$ cat src/rtl/core/bols_pkg.sv
`timescale 1ns / 1ps
`default_nettype none

package bols_pkg;

	localparam int CAPACITY   = 16;
	localparam int VALUE_BITS = 32;

	localparam int IDX_W   = $clog2(CAPACITY);
	localparam int CNT_W   = $clog2(CAPACITY + 1);
	localparam int IN_W    = 32;
	localparam int CMD_W   = 2;
	localparam int STAT_W  = 2;
	localparam int POS_W   = 4;
	localparam int COUNT_W = 5;

	localparam logic [CMD_W-1:0] CMD_INSERT = 2'd0;
	localparam logic [CMD_W-1:0] CMD_FIND   = 2'd1;
	localparam logic [CMD_W-1:0] CMD_REMOVE = 2'd2;

	localparam logic [STAT_W-1:0] ST_DONE    = 2'd0;
	localparam logic [STAT_W-1:0] ST_NOMATCH = 2'd1;
	localparam logic [STAT_W-1:0] ST_FULL    = 2'd2;

	typedef logic [VALUE_BITS-1:0] word_t;
	typedef logic [IDX_W-1:0]      idx_t;
	typedef logic [CNT_W-1:0]      cnt_t;

	typedef struct packed {
		logic  rd_en;
		idx_t  rd_pos;
		logic  wr_en;
		idx_t  wr_pos;
		word_t wr_data;
		logic  push;
	} mem_req_t;

	function automatic word_t from_input(input logic [IN_W-1:0] v);
		logic signed [63:0] w;
		w = 64'(signed'(v));
		return w[VALUE_BITS-1:0];
	endfunction

	function automatic logic [IN_W-1:0] to_output(input word_t s);
		logic signed [63:0] w;
		w = 64'(signed'(s));
		return w[IN_W-1:0];
	endfunction

	function automatic idx_t wrap_add(input idx_t a, input idx_t b);
		logic [IDX_W:0] s;
		s = {1'b0, a} + {1'b0, b};
		if (s >= (IDX_W + 1)'(CAPACITY)) begin
			s = s - (IDX_W + 1)'(CAPACITY);
		end
		return s[IDX_W-1:0];
	endfunction

	function automatic idx_t wrap_dec(input idx_t a);
		return (a == '0) ? IDX_W'(CAPACITY - 1) : a - 1'b1;
	endfunction

endpackage

`default_nettype wire

$ cat src/rtl/core/bols_mem.sv
`timescale 1ns / 1ps
`default_nettype none

// circular entry store: logical position 0 sits at the head pointer
module bols_mem (
	input  wire logic               clk,
	input  wire logic               arst_n,
	input  wire bols_pkg::mem_req_t req,
	output bols_pkg::word_t         rd_data
);

	bols_pkg::word_t mem_q [bols_pkg::CAPACITY];
	bols_pkg::idx_t  head_q;
	bols_pkg::idx_t  wr_phys;
	bols_pkg::idx_t  rd_phys;

	always_comb begin
		rd_phys = bols_pkg::wrap_add(head_q, req.rd_pos);
		if (req.push) begin
			wr_phys = bols_pkg::wrap_dec(head_q);
		end else begin
			wr_phys = bols_pkg::wrap_add(head_q, req.wr_pos);
		end
	end

	always_ff @(posedge clk or negedge arst_n) begin
		if (!arst_n) begin
			head_q <= '0;
		end else if (req.push) begin
			head_q <= bols_pkg::wrap_dec(head_q);
		end
	end

	always_ff @(posedge clk) begin
		if (req.wr_en) begin
			mem_q[wr_phys] <= req.wr_data;
		end
		if (req.rd_en) begin
			rd_data <= mem_q[rd_phys];
		end
	end

endmodule

`default_nettype wire

$ cat src/rtl/core/bounded_ordered_list_store.sv
`timescale 1ns / 1ps
`default_nettype none

// channel   | handshake    | payload
// ----------+--------------+--------------------------------------------------
// command   | start / busy | command, value
// result    | done         | status, position, has_next, next_value, count
//
// Insert and unused commands answer in the cycle after acceptance.
// Find walks the entries at one memory read per cycle.
// Remove then shifts each later entry up, one per cycle.
// The single memory read port sets these rates.
// Reset clears the count and head pointer; entry contents are not cleared.
// done is a one-cycle strobe; the receiver cannot stall it.
module bounded_ordered_list_store (
	input  wire logic                                  clk,
	input  wire logic                                  arst_n,
	input  wire logic                                  start,
	output logic                                       busy,
	input  wire logic [bols_pkg::CMD_W-1:0]            command,
	input  wire logic signed [bols_pkg::IN_W-1:0]      value,
	output logic                                       done,
	output logic [bols_pkg::STAT_W-1:0]                status,
	output logic [bols_pkg::POS_W-1:0]                 position,
	output logic                                       has_next,
	output logic signed [bols_pkg::IN_W-1:0]           next_value,
	output logic [bols_pkg::COUNT_W-1:0]               count
);

	localparam logic [1:0] S_IDLE  = 2'd0;
	localparam logic [1:0] S_SCAN  = 2'd1;
	localparam logic [1:0] S_SHIFT = 2'd2;

	logic [1:0]                    state_q;
	logic [bols_pkg::CMD_W-1:0]    cmd_q;
	bols_pkg::word_t               val_q;
	bols_pkg::cnt_t                held_q;
	bols_pkg::cnt_t                idx_q;
	bols_pkg::idx_t                rem_pos_q;
	logic                          pend_s1;
	bols_pkg::idx_t                pos_s1;
	logic                          done_q;
	logic [bols_pkg::STAT_W-1:0]   status_q;
	bols_pkg::idx_t                pos_q;
	logic                          hn_q;
	logic [bols_pkg::IN_W-1:0]     nv_q;

	bols_pkg::mem_req_t            req;
	bols_pkg::word_t               rd_data;
	logic                          hit;
	logic                          full;
	logic                          walk_end;

	bols_mem u_mem (
		.clk     (clk),
		.arst_n  (arst_n),
		.req     (req),
		.rd_data (rd_data)
	);

	assign busy       = (state_q != S_IDLE);
	assign done       = done_q;
	assign status     = status_q;
	assign position   = bols_pkg::POS_W'(pos_q);
	assign has_next   = hn_q;
	assign next_value = nv_q;
	assign count      = bols_pkg::COUNT_W'(held_q);

	assign full     = (held_q == bols_pkg::CNT_W'(bols_pkg::CAPACITY));
	assign hit      = pend_s1 && (rd_data == val_q);
	assign walk_end = !pend_s1 && !req.rd_en;

	always_comb begin
		req         = '0;
		req.wr_data = bols_pkg::from_input(value);
		unique case (state_q)
			S_IDLE: begin
				if (start && command == bols_pkg::CMD_INSERT && !full) begin
					req.wr_en = 1'b1;
					req.push  = 1'b1;
				end
			end
			S_SCAN: begin
				req.rd_en  = (idx_q < held_q);
				req.rd_pos = idx_q[bols_pkg::IDX_W-1:0];
			end
			S_SHIFT: begin
				req.rd_en   = (idx_q < held_q);
				req.rd_pos  = idx_q[bols_pkg::IDX_W-1:0];
				req.wr_en   = pend_s1;
				req.wr_pos  = pos_s1 - 1'b1;
				req.wr_data = rd_data;
			end
			default: begin
			end
		endcase
	end

	always_ff @(posedge clk or negedge arst_n) begin
		if (!arst_n) begin
			state_q <= S_IDLE;
			held_q  <= '0;
			idx_q   <= '0;
			pend_s1 <= 1'b0;
			done_q  <= 1'b0;
		end else begin
			unique case (state_q)
				S_IDLE: begin
					pend_s1 <= 1'b0;
					done_q  <= start && command != bols_pkg::CMD_FIND &&
					           command != bols_pkg::CMD_REMOVE;
					if (start) begin
						idx_q <= '0;
						if (command == bols_pkg::CMD_INSERT) begin
							if (!full) begin
								held_q <= held_q + 1'b1;
							end
						end else if (command == bols_pkg::CMD_FIND ||
						             command == bols_pkg::CMD_REMOVE) begin
							state_q <= S_SCAN;
						end
					end
				end
				S_SCAN: begin
					if (hit && cmd_q == bols_pkg::CMD_REMOVE) begin
						idx_q   <= bols_pkg::CNT_W'(pos_s1) + 1'b1;
						pend_s1 <= 1'b0;
						done_q  <= 1'b0;
						state_q <= S_SHIFT;
					end else begin
						pend_s1 <= req.rd_en;
						if (req.rd_en) begin
							idx_q <= idx_q + 1'b1;
						end
						done_q <= hit || walk_end;
						if (hit || walk_end) begin
							state_q <= S_IDLE;
						end
					end
				end
				S_SHIFT: begin
					pend_s1 <= req.rd_en;
					if (req.rd_en) begin
						idx_q <= idx_q + 1'b1;
					end
					done_q <= walk_end;
					if (walk_end) begin
						held_q  <= held_q - 1'b1;
						state_q <= S_IDLE;
					end
				end
				default: begin
					pend_s1 <= 1'b0;
					done_q  <= 1'b0;
					state_q <= S_IDLE;
				end
			endcase
		end
	end

	// payload registers
	always_ff @(posedge clk) begin
		pos_s1 <= req.rd_pos;
		unique case (state_q)
			S_IDLE: begin
				if (start) begin
					cmd_q    <= command;
					val_q    <= bols_pkg::from_input(value);
					pos_q    <= '0;
					hn_q     <= 1'b0;
					nv_q     <= '0;
					status_q <= (command != bols_pkg::CMD_INSERT) ? bols_pkg::ST_NOMATCH :
					            full ? bols_pkg::ST_FULL : bols_pkg::ST_DONE;
				end
			end
			S_SCAN: begin
				if (hit) begin
					pos_q     <= pos_s1;
					rem_pos_q <= pos_s1;
					status_q  <= bols_pkg::ST_DONE;
				end
			end
			S_SHIFT: begin
				if (pend_s1 && !hn_q) begin
					hn_q <= 1'b1;
					nv_q <= bols_pkg::to_output(rd_data);
				end
				pos_q <= rem_pos_q;
			end
			default: begin
			end
		endcase
	end

endmodule

`default_nettype wire

$ cat config.mk
export PLATFORM = sky130hd
export DESIGN_NAME = bounded_ordered_list_store
export DESIGN_NICKNAME = d
export VERILOG_FILES = /design/src/rtl/core/bols_pkg.sv /design/src/rtl/core/bols_mem.sv /design/src/rtl/core/bounded_ordered_list_store.sv
export SDC_FILE = /design/constraint.sdc
export NUM_CORES = 1
export LEC_CHECK = 0
export ABC_CLOCK_PERIOD_IN_PS = 4800
export BUFFER_PORTS_ARGS = -buffer_cell sky130_fd_sc_hd__buf_2
export CAP_MARGIN = 20
export CORE_MARGIN = 4
export CORE_UTILIZATION = 45
export CTS_BUF_LIST = sky130_fd_sc_hd__clkbuf_16
export DETAILED_ROUTE_END_ITERATION = 8
export PLACE_DENSITY = 0.58
export SETUP_SLACK_MARGIN = 0.5
export SYNTH_ARGS = -nofsm -noshare
export SYNTH_HDL_FRONTEND = slang
export SYNTH_SLANG_ARGS = --single-unit
export TNS_END_PERCENT = 30
$ cat constraint.sdc
create_clock -name clk -period 4.8 [get_ports clk]
set_input_delay 0.96 -clock clk [delete_from_list [all_inputs] [get_ports clk]]
set_output_delay 0.96 -clock clk [all_outputs]
set_load 0.01 [all_outputs]
; Yosys cells after proc, flatten, opt, wreduce, memory -nomap -nowiden
; Memories as Yosys holds them, arrays and structs flattened. A register that Yosys moved wholly into a read port is not among the register bits.
; Cells that the tools add are included.
; W data, S select, Z words.
[word_totals]
reg_bits = 99
mem_bits_rw = 512
inputBits = 37
n_memories = 1
[mem_list]
columns = name, words, width, read_ports, rd_clocked_by_memory_dff, wr, line_no
row1 = u_mem.mem_q, 16, 32, 1, 1, 1, bols_mem.sv:12  ; bols_pkg::word_t mem_q [bols_pkg::CAPACITY];
[op_classes]
n_addsub = 10
magnitude_cmp = 3
n_eq_ne = 18
n_mux = 45
reduce_logical = 31
[op_table]
columns = op, count
row1 = $mux W32, 2
row2 = $pmux W32 S2, 1
row3 = $mux W5, 8
row4 = $mux W36, 1
row5 = $eq A32 B32 Y1, 1
row6 = $mux W4, 6
row7 = $mux W2, 10
row8 = $ne A2 B2 Y1 const B, 9
row9 = $sub A4 B1 Y4 const B, 4
row10 = $pmux W5 S3, 1
row11 = $pmux W4 S3, 1
row12 = $add A4 B4 Y5, 2
row13 = $add A5 B1 Y5 const B, 2
row14 = $ge A5 B5 Y1 const B, 2
row15 = $pmux W5 S2, 1
row16 = $reduce_and A5 Y1, 2
row17 = $reduce_and A3 Y1, 3
row18 = $logic_and A1 B1 Y1, 8
row19 = $mux W1, 8
row20 = $reduce_bool A2 Y1, 4
row21 = $eq A2 B2 Y1 const B, 3
row22 = $pmux W1 S2, 3
row23 = $pmux W2 S3, 1
row24 = $reduce_and A2 Y1, 3
row25 = 15 further kinds, 21

; Longest topological paths before layout
; Gate-level depths: netlist (run 1).
[depth]
ltp_word = 9
depth_mapped = 13
depth_no_buf = 12

; Modules after synthesis
; Synthesis (run 1) repeated with hierarchy kept, for this count alone.
[hier_totals]
hier_cells = 1359
hier_area_um2 = 26065.0
[modules_own_cells]
columns = module, instances, cells_per_inst, area_each_um2
row1 = bols_mem, 1, 1000, 21496.9
row2 = bounded_ordered_list_store, 1, 359, 4568.1

; Worst setup path after synthesis (run 1)
; OpenSTA, ideal clock, no wires.
[synth_timing]
kind = input to register
start = input port start
end = memory u_mem.mem_q[15][0] in the netlist's numbering (enable)
setup_time_ns = 0.421
arrival_ns = 4.220
path_slack_ns = 0.159
cell_stages = 6
path_cell_list = and2_1 > nand3_1 > clkbuf_1 > o21ai_0 > nand2_1 > nor2_1
[synth_between]
elab_chain_cells = 6
elab_cells_between_ends = 8
classes_between = mux (6) / reduce/logical (2)
[synth_lines]
columns = item, line_no
row1 = "start, declared", bounded_ordered_list_store.sv:18  ; input wire logic start,
row2 = $logic_and A1 B1 Y1 (*) (2 in a row), bounded_ordered_list_store.sv:78  ; if (start && command == bols_pkg::CMD_INSERT && !full) begin
row3 = $mux W1 (*), bounded_ordered_list_store.sv:78
row4 = $pmux W1 S2, bounded_ordered_list_store.sv:76  ; unique case (state_q)
row5 = $mux W1, bols_mem.sv:35  ; if (req.wr_en) begin
row6 = $mux W1 (not written as such), bols_mem.sv:36  ; mem_q[wr_phys] <= req.wr_data;
row7 = "end, declared", bols_mem.sv:12
; Mark *: on every way between the ends. The rest lies on a longest branch, timed or not.

==> impl_metrics.ini, run 1 <==
[outcome]
status = complete, no violations

[yosys]
post-synth-top-area-cell = edfxtp_1
post-synth-top-area-fraction_pct = 72.83
post_synth.cell_area_avg_um2 = 19.24
synthesis.instances = 1331
synthesis.nets = 1395
yosysSeqAreaShare_pct = 74.90
syn_std_cell_area_um2 = 25610
commonest_register_cell_after_synthesis = edfxtp_1
synthDistinctLibCells = 60
synth_top_cells_by_area = edfxtp_1, mux4_2, dfrtp_1, and2_1, nand2_1
asyncSetResetFlopFracSynth_pct = 2.799
synth_enable_flop_cells = 621
postSynthRegisterBits = 643
yosys_warnings = 0

[route]
antenna_left = 0
postRouteWirelength_um = 61120
routed_wire_length_per_instance_um = 27.07
avgViaCountPerCell = 5.694
post-route-drc-count = 0
vias = 12856
detailedRoute.firstIterationViolations = 1164
drtPass1Iterations = 5

[cells_and_area]
antenna-diode-count = 0
final_layout_size_suffix_gt1_share_pct = 24.70
post_layout_nonfiller_instances = 2258
nNetsFinal = 1520
n_fill_cell = 4495
stdcell_area_um2 = 29440
areaGrowthSynthToFinish_pct = 14.97
mostFrequentLayoutCells = edfxtp_1, mux4_2, nand2_1
final_common_cell = edfxtp_1

[sta]
grt_setup_unrepaired = false
worst-slew-pin-transition_ns = 1.054
final_ws_setup_ns = 0.8375
slew_viol_final = 0
setup_tns_ns = 0
timing.final.setup_violations = 0
timing_hold_violations_final = 0
period_needed_ns = 3.962
final.period_utilization_pct = 82.55
max-slew-margin-rel_pct = 29.43
worst_clock_skew_ns = 0.01376
fmax_ghz = 0.2524

[clock_tree]
number_of_clock_sinks = 643
cts.clk_slew.worst_paths_ns = 0.06
cts_tree = done
clk-insertion-delay-late_ns = 0.60
ctsResizeCount = 0
h-tree-depth = 3
clk_root_buffer_cell = clkbuf_16
cts.repair_timing.setup_buffer_count = 0
tritoncts.num_buffers = 68
cts_max_path_buffers = 3
cts_hold_buffers = 0

[worst_setup_path]
start_kind = flop
path_class = reg -> reg
end_kind = flop
worst_endpoint_data_arrival_time_ns = 4.25
crit_required_ns = 5.09
worst-path-max-fanout = 49

[place]
placed_area_um2 = 27380
gp_congestion = 0.7583
pre_cts_slack_ns = 0.8753
place_hpwl_um = 30900
numPortBuffers = 82
dpl.cell_count = 2142

[job]
timing.max_cap.violations = 0

[pwr]
power.ir.vdd_worst_v = 0.0004131
power.leakage_nw = 9.891
powerDensity_nw_per_um2 = 549.3

[grt]
gr-total-overflow = 0
initial_antenna_violation_count = 1
grtUsageTotal_pct = 20.48
grt_pass1_wl_um = 89490
first_global_vias = 12976
grt_max_degree = 65

[floorplan]
floorplan.die_area_um2 = 60780
die_x_um = 246.5
rows = 87
floorplan.io_pins = 83
die-height_um = 246.5
starting_density_of_the_core_pct = 45.41
core_region_area_um2 = 56390

[hold_path]
hold_wc_path_type = in -> async
[metal layers]
layer | wire (um) | GRT usage [%] | vias to the layer above
met5 | 0 | 0 | -
met3 | 3174 | 3.385 | 103
met1 | 26760 | 29.41 | 6782
met4 | 1569 | 5.607 | 0
li1 | - | - | 5580
met2 | 29620 | 32.89 | 391
[kinds of logic (layout without fill, tap and decap cells)]
family | count (synthesis) | after routing | synth area share (%)
AO/OA/AOI/OAI | 154 | 154 | 4.334
XOR/XNOR | 43 | 43 | 1.500
adder cells (fa/ha/maj) | 27 | 27 | 1.407
buffers and inverters | 94 | 265 | 1.700
flip-flops | 643 | 643 | 74.90
multiplexers | 133 | 133 | 11.46
AND/OR/NAND/NOR | 237 | 237 | 4.701
[power by group]
part	switching (W)	internal, W	total (W)
Combinational	0.00240	0.00183	0.00423
Sequential	0.000247	0.00679	0.00704
Clock	0.00208	0.00282	0.00491
Total	0.00473	0.0114	0.0162
[cells in the mapped netlist, drive strengths merged (18+ instances only)]
library cell	instances
and2	65
clkbuf	33
mux4	128
nor2	36
xnor2	34
a21o	37
buf	28
a31oi	37
edfxtp	621
a211oi	35
inv	32
nand2	86
dfrtp	18
ha	24
[sequential cells by signal, indices dropped and copies added, names as in the netlist, 5 cells and up]
| signal | flops |
|---|---|
| idx_q | 5 |
| val_q | 32 |
| next_value | 32 |
| count | 5 |
| u_mem.rd_data | 32 |
| u_mem.mem_q | 512 |
[worst paths after layout]
kind                            start                 to  slack (ns)  cells past startpoint
max                        state_q[0]  u_mem.rd_data[12]        0.84                     11
max in group asynchronous      arst_n    u_mem.head_q[0]        4.14                      1
min                            arst_n           count[3]        0.32                      1
min in group clk             value[9]           val_q[9]        0.56                      1
min reg2reg                  count[4]           count[4]        0.56                      1
max reg2reg                state_q[0]  u_mem.rd_data[12]        0.84                     11
[area by class of cell]
| type | instances | area (um2) | share of cell area [%] |
|---|---|---|---|
| tap | 756 | 945.9 | 3.213 |
| multi-input combinational | 594 | 6186 | 21.01 |
| clock buffer | 71 | 1777 | 6.035 |
| clock inverter | 45 | 282.8 | 0.9606 |
| timing repair buffer | 117 | 948.4 | 3.222 |
| inverter | 32 | 120.1 | 0.4080 |
| sequential | 643 | 19180 | 65.15 |
[worst max-delay path, cell delays in order, from the launching register on]
cell and delay, ns:
dfrtp_1 0.39, inv_1 0.09, ha_1 0.50, and2_1 0.25, ha_4 0.15, inv_1 0.05, fa_4 1.01, buf_12 0.33
mux4_2 0.34, and2_1 0.17, a211oi_1 0.25, a31oi_1 0.08
[stage by stage]
stage	total power [W]	utilization, %	hold slack [ns]
floorplan	0.01009	-	0.4076
global placement	0.01142	48.56	0.5211
detailed placement	0.01146	48.56	0.5505
CTS	0.01637	52.21	0.2999
global route	0.01698	52.21	0.3223
finish	0.01617	52.21	0.3219
Power figures use the tool's default switching activity.
==> inputs of run 2 (changes only) <==
--- a/config.mk
+++ b/config.mk
@@ -5,7 +5,7 @@
 export SDC_FILE = /design/constraint.sdc
 export NUM_CORES = 1
 export LEC_CHECK = 0
-export ABC_CLOCK_PERIOD_IN_PS = 4800
+export ABC_CLOCK_PERIOD_IN_PS = 4030
 export BUFFER_PORTS_ARGS = -buffer_cell sky130_fd_sc_hd__buf_2
 export CAP_MARGIN = 20
 export CORE_MARGIN = 4
==> constraint.sdc (replaced) <==
create_clock -name clk -period 4.03 [get_ports clk]
set_input_delay 0.806 -clock clk [delete_from_list [all_inputs] [get_ports clk]]
set_output_delay 0.806 -clock clk [all_outputs]
set_load 0.01 [all_outputs]
==> impl_metrics.ini, run 2 (same netlist as run 1, synthesis figures left out) <==
[outcome]
status = complete, no violations

[sta]
timing_hold_violations_final = 0
final.period_utilization_pct = 85.00
max-slew-margin-rel_pct = 31.56
fmax_ghz = 0.2919
setup_tns_ns = 0
worst-slew-pin-transition_ns = 1.022
timing.final.setup_violations = 0
grt_setup_unrepaired = true
period_needed_ns = 3.425
slew_viol_final = 0
final_ws_setup_ns = 0.6045
worst_clock_skew_ns = 0.02476

[clock_tree]
number_of_clock_sinks = 643
clk_root_buffer_cell = clkbuf_16
cts_tree = done
tritoncts.num_buffers = 70
clk-insertion-delay-late_ns = 0.60
h-tree-depth = 3
cts_hold_buffers = 0
cts_max_path_buffers = 3
cts.clk_slew.worst_paths_ns = 0.06

[floorplan]
die_x_um = 246.5
floorplan.die_area_um2 = 60780
floorplan.io_pins = 83
die-height_um = 246.5
starting_density_of_the_core_pct = 45.41
core_region_area_um2 = 56390
rows = 87

[route]
avgViaCountPerCell = 5.748
postRouteWirelength_um = 62550
antenna_left = 0
routed_wire_length_per_instance_um = 27.09
detailedRoute.firstIterationViolations = 1348
drtPass1Iterations = 6
vias = 13271
post-route-drc-count = 0

[cells_and_area]
number_of_flip_flops_in_the_largest_register = 512
final_layout_size_suffix_gt1_share_pct = 27.38
final_common_cell = edfxtp_1
mostFrequentLayoutCells = edfxtp_1, mux4_2, nand2_1
top_register = u_mem.mem_q
areaGrowthSynthToFinish_pct = 16.66
nNetsFinal = 1563
n_fill_cell = 4578
finalCoreUtilization_pct = 52.98

[pwr]
total_power_w = 0.01989
powerDensity_nw_per_um2 = 665.9
power.ir.vdd_worst_v = 0.0004325
power.leakage_nw = 10.18

[grt]
grtUsageTotal_pct = 20.83
grt_pass1_wl_um = 91910
gr-total-overflow = 0
first_global_vias = 13621
grt_max_degree = 47
initial_antenna_violation_count = 2

[job]
timing.max_cap.violations = 0

[place]
gp_congestion = 0.7753
pre_cts_slack_ns = 0.4666
place_hpwl_um = 35730
numPortBuffers = 82

[worst_setup_path]
worst-path-max-fanout = 16
worst_endpoint_data_arrival_time_ns = 3.66
end_kind = flop
start_kind = flop
crit_required_ns = 4.27
path_class = reg -> reg

[hold_path]
hold_wc_path_type = in -> async
## run 2: metal layers
layer / wire [um] / GRT usage, %
met2: 29490 / 32.44
met1: 27240 / 30.53
met5: 0 / 0
met3: 4340 / 3.603
met4: 1489 / 6.174
## run 2: final cells by class
type                    count  area, um2  area share [%]
well taps                 756      945.9           3.167
multi-input cells         595       6228           20.85
flip-flops and latches    643      19180           64.20
repair buffers            157       1229           4.113
clock buffers              72       1802           6.032
inverters                  32      120.1          0.4021
clock inverters            53      365.4           1.223
diodes                      1      2.502        0.008377
## run 2: path summary, 6_finish.rpt
check,cells after the start,startpoint,slack (ns),end
setup / recovery,12,pos_s1[0],0.60,u_mem.mem_q[14][2]
hold / removal,1,arst_n,0.17,count[2]
setup reg to reg,12,pos_s1[0],0.60,u_mem.mem_q[14][2]
hold reg to reg,1,count[4],0.53,count[4]
max in group asynchronous,1,arst_n,3.53,state_q[0]
min in group clk,1,value[18],0.40,val_q[18]
## run 2: report_power, final
part	internal, W	switching [W]
Clock	0.00350	0.00255
Combinational	0.00243	0.00303
Sequential	0.00809	0.000306
## run 2: worst max-delay path: stages, from the launching register on
cell and delay [ns]:
dfxtp_1 0.50, inv_1 0.08, ha_1 0.32, nor2_1 0.17, ha_1 0.26, a21o_1 0.15
a21oi_1 0.16, xnor2_1 0.09, xnor2_1 0.27, mux2_2 0.22, nand2_1 0.24, nor2_4 0.20
buf_4 0.39
## run 2: stage by stage
step	hold WS, ns	std cells	instance area [um2]
4_1_cts	0.1522	2303	29770
3_3_place_gp	0.5305	2176	27560
6_report	0.1731	2309	29870
3_5_place_dp	0.5308	2176	27560
5_1_grt	0.1785	2309	29870
2_1_floorplan	0.4076	1331	25670
## run 2: repair_timing
item,in CTS,in global routing
gates resized for setup,0,15
gates cloned,0,1
pin swaps,1,4
setup buffers,2,4
setup endpoints to repair,9,376
